<file path="config.mk">
export PLATFORM = sky130hd
export DESIGN_NAME = rvt_queue
export DESIGN_NICKNAME = d
export VERILOG_FILES = /design/src/hw/rtl/rvt_pkg.sv /design/src/hw/rtl/rvt_queue.sv
export SDC_FILE = /design/constraint.sdc
export NUM_CORES = 1
export LEC_CHECK = 0
export BUFFER_PORTS_ARGS = -buffer_cell sky130_fd_sc_hd__clkbuf_2
export CAP_MARGIN = 5
export CORE_MARGIN = 4
export CORE_UTILIZATION = 48
export CTS_CLUSTER_SIZE = 28
export DETAILED_ROUTE_END_ITERATION = 16
export HOLD_SLACK_MARGIN = 0.1
export PLACE_DENSITY = 0.74
export SLEW_MARGIN = 10
export SYNTH_ARGS = -nofsm -noshare
export SYNTH_HDL_FRONTEND = slang
export SYNTH_SLANG_ARGS = --single-unit
</file>
<file path="constraint.sdc">
create_clock -name clk -period 1.69 [get_ports clk]
set_clock_uncertainty 0.1 [all_clocks]
set_input_delay 0 -clock clk [delete_from_list [all_inputs] [get_ports clk]]
set_output_delay 0 -clock clk [all_outputs]
set_load 0.005 [all_outputs]
</file>
<file path="src/hw/rtl/rvt_pkg.sv">
// ----------------------------------------------------------------------------
// rvt_pkg
// Shared types, codes and constants of the rotate vector and tensor unit.
// ----------------------------------------------------------------------------
package rvt_pkg;

	typedef enum logic [1:0] {
		REQ_VEC_FWD = 2'd0,
		REQ_VEC_INV = 2'd1,
		REQ_TEN_FWD = 2'd2,
		REQ_TEN_INV = 2'd3
	} req_t;

	localparam int NUM_AXES  = 3;
	localparam int NUM_COMPS = 6;

	localparam int REG_IDX_BITS = 2;
	typedef logic [REG_IDX_BITS-1:0] reg_idx_t;
	localparam reg_idx_t REG_ROW_ZERO = 2'd0;
	localparam reg_idx_t REG_ROW_ONE  = 2'd1;
	localparam reg_idx_t REG_ROW_TWO  = 2'd2;

	localparam int QUEUE_DEPTH = 2;
	localparam int QPTR_BITS   = 1;

	typedef struct packed {
		logic full;
		logic nonempty;
	} q_stat_t;

	// Component order is xx, yy, zz, xy, xz, yz: each index names an axis pair.
	function automatic int pair_row(input int idx);
		unique case (idx) inside
			0, 3, 4: return 0;
			1, 5:    return 1;
			default: return 2;
		endcase
	endfunction

	function automatic int pair_col(input int idx);
		unique case (idx) inside
			0:       return 0;
			1, 3:    return 1;
			default: return 2;
		endcase
	endfunction

	// One queue entry: op flag, six data words, 6x6 combined coefficients.
	function automatic int entry_width(input int data_bits, input int coef_bits);
		return 1 + NUM_COMPS * data_bits + NUM_COMPS * NUM_COMPS * (2 * coef_bits + 1);
	endfunction

endpackage

</file>
<file path="src/hw/rtl/rvt_queue.sv">
// ----------------------------------------------------------------------------
// rvt_queue
// Short FIFO between the request front end and the arithmetic back end.
// ----------------------------------------------------------------------------
module rvt_queue
	import rvt_pkg::*;
#(
	parameter int WIDTH = 8
) (
	input  logic             clk,
	input  logic             arst_n,
	input  logic             push,
	input  logic [WIDTH-1:0] push_data,
	input  logic             pop,
	output logic [WIDTH-1:0] head_data,
	output q_stat_t          qstat
);

	logic [WIDTH-1:0]     mem_q [QUEUE_DEPTH];
	logic [QPTR_BITS-1:0] wr_ptr_q;
	logic [QPTR_BITS-1:0] rd_ptr_q;
	logic [QPTR_BITS:0]   count_q;
	logic                 do_push;
	logic                 do_pop;

	assign qstat.full     = (count_q == (QPTR_BITS+1)'(QUEUE_DEPTH));
	assign qstat.nonempty = (count_q != '0);
	assign do_push        = push && !qstat.full;
	assign do_pop         = pop && qstat.nonempty;
	assign head_data      = mem_q[rd_ptr_q];

	always_ff @(posedge clk) begin
		if (do_push) begin
			mem_q[wr_ptr_q] <= push_data;
		end
	end

	always_ff @(posedge clk or negedge arst_n) begin
		if (!arst_n) begin
			wr_ptr_q <= '0;
			rd_ptr_q <= '0;
			count_q  <= '0;
		end else begin
			if (do_push) begin
				wr_ptr_q <= (wr_ptr_q == QPTR_BITS'(QUEUE_DEPTH-1)) ? '0 : wr_ptr_q + 1'b1;
			end
			if (do_pop) begin
				rd_ptr_q <= (rd_ptr_q == QPTR_BITS'(QUEUE_DEPTH-1)) ? '0 : rd_ptr_q + 1'b1;
			end
			if (do_push && !do_pop) begin
				count_q <= count_q + 1'b1;
			end else if (do_pop && !do_push) begin
				count_q <= count_q - 1'b1;
			end
		end
	end

endmodule

</file>
==> results by group <==
Global routing
  – Grt ovf: 0
  – Largest net degree at the start of global routing: 12
  – First-pass GRT wire length: 2283 um
  – Total GRT Usage: 12.27%
  – Vias in the first global route: 505
  – Initial antenna violation count: 0

Timing
  – Final min period: 1.600 ns
  – Final Hold Fails: 0
  – Unrepaired setup endpoints after global routing: false
  – Final Cycle Share: 94.65%
  – Total Neg Setup Slack: 0 ns
  – Maximum clock frequency: 0.6252 GHz
  – Worst-Margin Slew: 0.4117 ns
  – Fin Hold WS: 0.3378 ns
  – Max Slew Vio Count: 0
  – Slew margin rel.: 72.55%
  – Worst setup slack after layout: 0.09043 ns
  – Final setup violating endpoints: 0

Finish
  – Nets: 96
  – Finished layout cell area: 0.001065 sq mm
  – Final core utilization: 69.87%
  – Share of cells above drive strength 1: 34.15%
  – ANT cells: 0
  – P&R area growth vs syn: 35.94%

Worst setup path
  – Critical path type: reg -> reg
  – Crit path buf inv count: 1
  – Slowest stage cell, crit path: dfrtp_1
  – Reg2Reg Depth: 7
  – Arrival @ worst endpoint: 1.71 ns
  – Critical Path End Type: flop
  – CP max FO: 4
  – Worst setup path end: count_q[1]
  – CP startpoint: count_q[0]
  – RR Startpoint: count_q[0]
  – CP cell instances: nand2b_1 -> nand2_1 -> inv_1 -> ha_1 -> xor2_1 -> nor2_1 -> xor2_1
  – Worst path depth: 7
  – Crit Reg-Reg Endpoint: count_q[1]
  – Worst stage delay on the critical path: 0.43 ns
  – Crit-path most repeated cell: xor2_1
  – R2R Setup Slk: 0.09 ns
  – WP data required: 1.80 ns
  – Worst setup SP type: flop
  – CP delay by family, top: flip-flops

Power
  – P_leak: 0.4537 nW
  – Max VDD drop: 943.9 uV
  – Power Dens Cells: 1422 mW/mm^2

Detailed routing
  – Routed Antenna Nets: 0
  – Initial DRC Count: 2
  – Pre-antenna DRT Iters: 2
  – WL/cell: 12.64 um
  – Via count: 462
  – DRT Wirelength: 1239 um
  – Post-route DRC: 0
  – Vias per std cell: 4.714

Placement
  – Port-buffer cells: 21
  – DPL Wire Length: 862.1 um
  – Dpl ws: 0.1036 ns
  – Gpl congestion: 0.6832
  – Placed cell areas: 918.4 sq um

Yosys
  – Synth Register Bits: 20
  – Synth Warn #: 0
  – Post-synth EDFFs: 16
  – Mapped Cells: 44
  – Sequential area share after synthesis: 74.12%
  – Syn nets: 57
  – Synth Flop Type: edfxtp_1
  – Share of flip-flops with an asynchronous set or reset: 20.00%
  – Post-Syn Area: 783.3 sq um
  – Syn Area/Cell: 17.80 sq um
  – Cell variety after synth: 14

Job
  – Total of max-cap violations: 0

Clock tree
  – Clk slew on worst S/H paths: 0.10 ns
  – Clock Path Buffers: 2
  – # H-tree levels: 1
  – Num CTS Buffers: 3
  – Clock tree sinks: 20
  – Clk root buf: clkbuf_4
  – CTS tree: done
  – Clock network latency to the later pin of the worst-skew pair: 0.28 ns

Run status
  – Status: completed

Die
  – Core area: 0.001524 sq mm
  – Die Ht: 48.40 um
  – Row cnt: 14
  – Top-level port count: 22
  – DIE WIDTH: 48.40 um
  – Initial core utilization: 51.40%
  – Total Die Area: 0.002342 sq mm

Hold path
  – Worst hold path class: in -> reg
[per-stage QoR]
step | instances | power (mW)
6_report | 98 | 1.514
5_1_grt | 98 | 1.629
4_1_cts | 98 | 1.532
3_5_place_dp | 82 | 1.293
3_3_place_gp | 82 | 1.280
2_1_floorplan | 44 | 1.090
[layout make-up]
type	count	area [sq um]
clock buffer	3	22.52
tap	16	20.02
timing repair buffer	35	240.2
fill	104	459.2
inverter	2	7.507
clock inverter	1	3.754
sequential	20	580.6
multi-input combinational	21	190.2
[cells by family (layout without fill, tap and decap cells)]
logic type                 after synthesis  in the layout  share of synthesized area, %
adders and majority gates                1              1                         1.597
DFF                                     20             20                         74.12
xor gates and xnor gates                 5              5                         5.592
muxes                                    8              8                         11.50
and+or+nand+nor                          7              7                         5.592
buffers and inverters                    3             41                         1.597
[cells in the mapped netlist (all sizes together), types with 2 or more instances]
library cell	number	share of area [%]
inv	2	0.96
dfrtp	4	13
xnor2	3	3.4
xor2	2	2.2
nand2	2	1.9
nor2	2	0.96
edfxtp	16	61
mux2	8	12
[cells in the final DEF (no fill, tap or decap), types with 2 or more instances in the layout]
cell type      synthesis  layout
clkbuf_2               0      21
edfxtp_1              16      16
dlygate4sd3_1          0      12
mux2_1                 8       8
dfrtp_1                4       4
xnor2_1                3       3
clkbuf_4               0       3
inv_1                  2       2
nor2_1                 2       2
xor2_1                 2       2
buf_4                  0       2
[worst min-delay path by stage]
stage,start,end,slack [ns],cells past startpoint
after floorplan,arst_n,count_q[0],-0.40,0
after global placement,arst_n,rd_ptr_q,-0.29,1
after detailed placement,arst_n,rd_ptr_q,-0.29,1
after CTS,push_data[3],mem_q[0][3],0.32,2
after global routing,push_data[5],mem_q[0][5],0.32,2
final,push_data[2],mem_q[0][2],0.34,2
[where the power goes]
part	internal [mW]	total, mW	switching [mW]	leakage, nW
Sequential	0.688	0.786	0.0976	0.195
Clock	0.0857	0.215	0.129	0.0154
Combinational	0.286	0.514	0.227	0.243
Total	1.06	1.51	0.454	0.454
[flip-flops by register name (all words and copies together) (netlist names)]
name,flops
rd_ptr_q,1
mem_q,16
count_q,2
wr_ptr_q,1
[routing by layer]
metal / track usage (%) / up-vias / routed length [um]
met3: 3.067 / 0 / 76
met2: 21.74 / 12 / 687
met4: 4.147 / 0 / 0
li1: - / 232 / -
met5: 0 / - / 0
met1: 14.17 / 218 / 476
[repair_timing]
item,in CTS,in global routing
hold buffers,12,0
buffers inserted,0,0
resized for setup,0,0
endpoints found under the hold margin,23,0
Power figures use the tool's default switching activity.
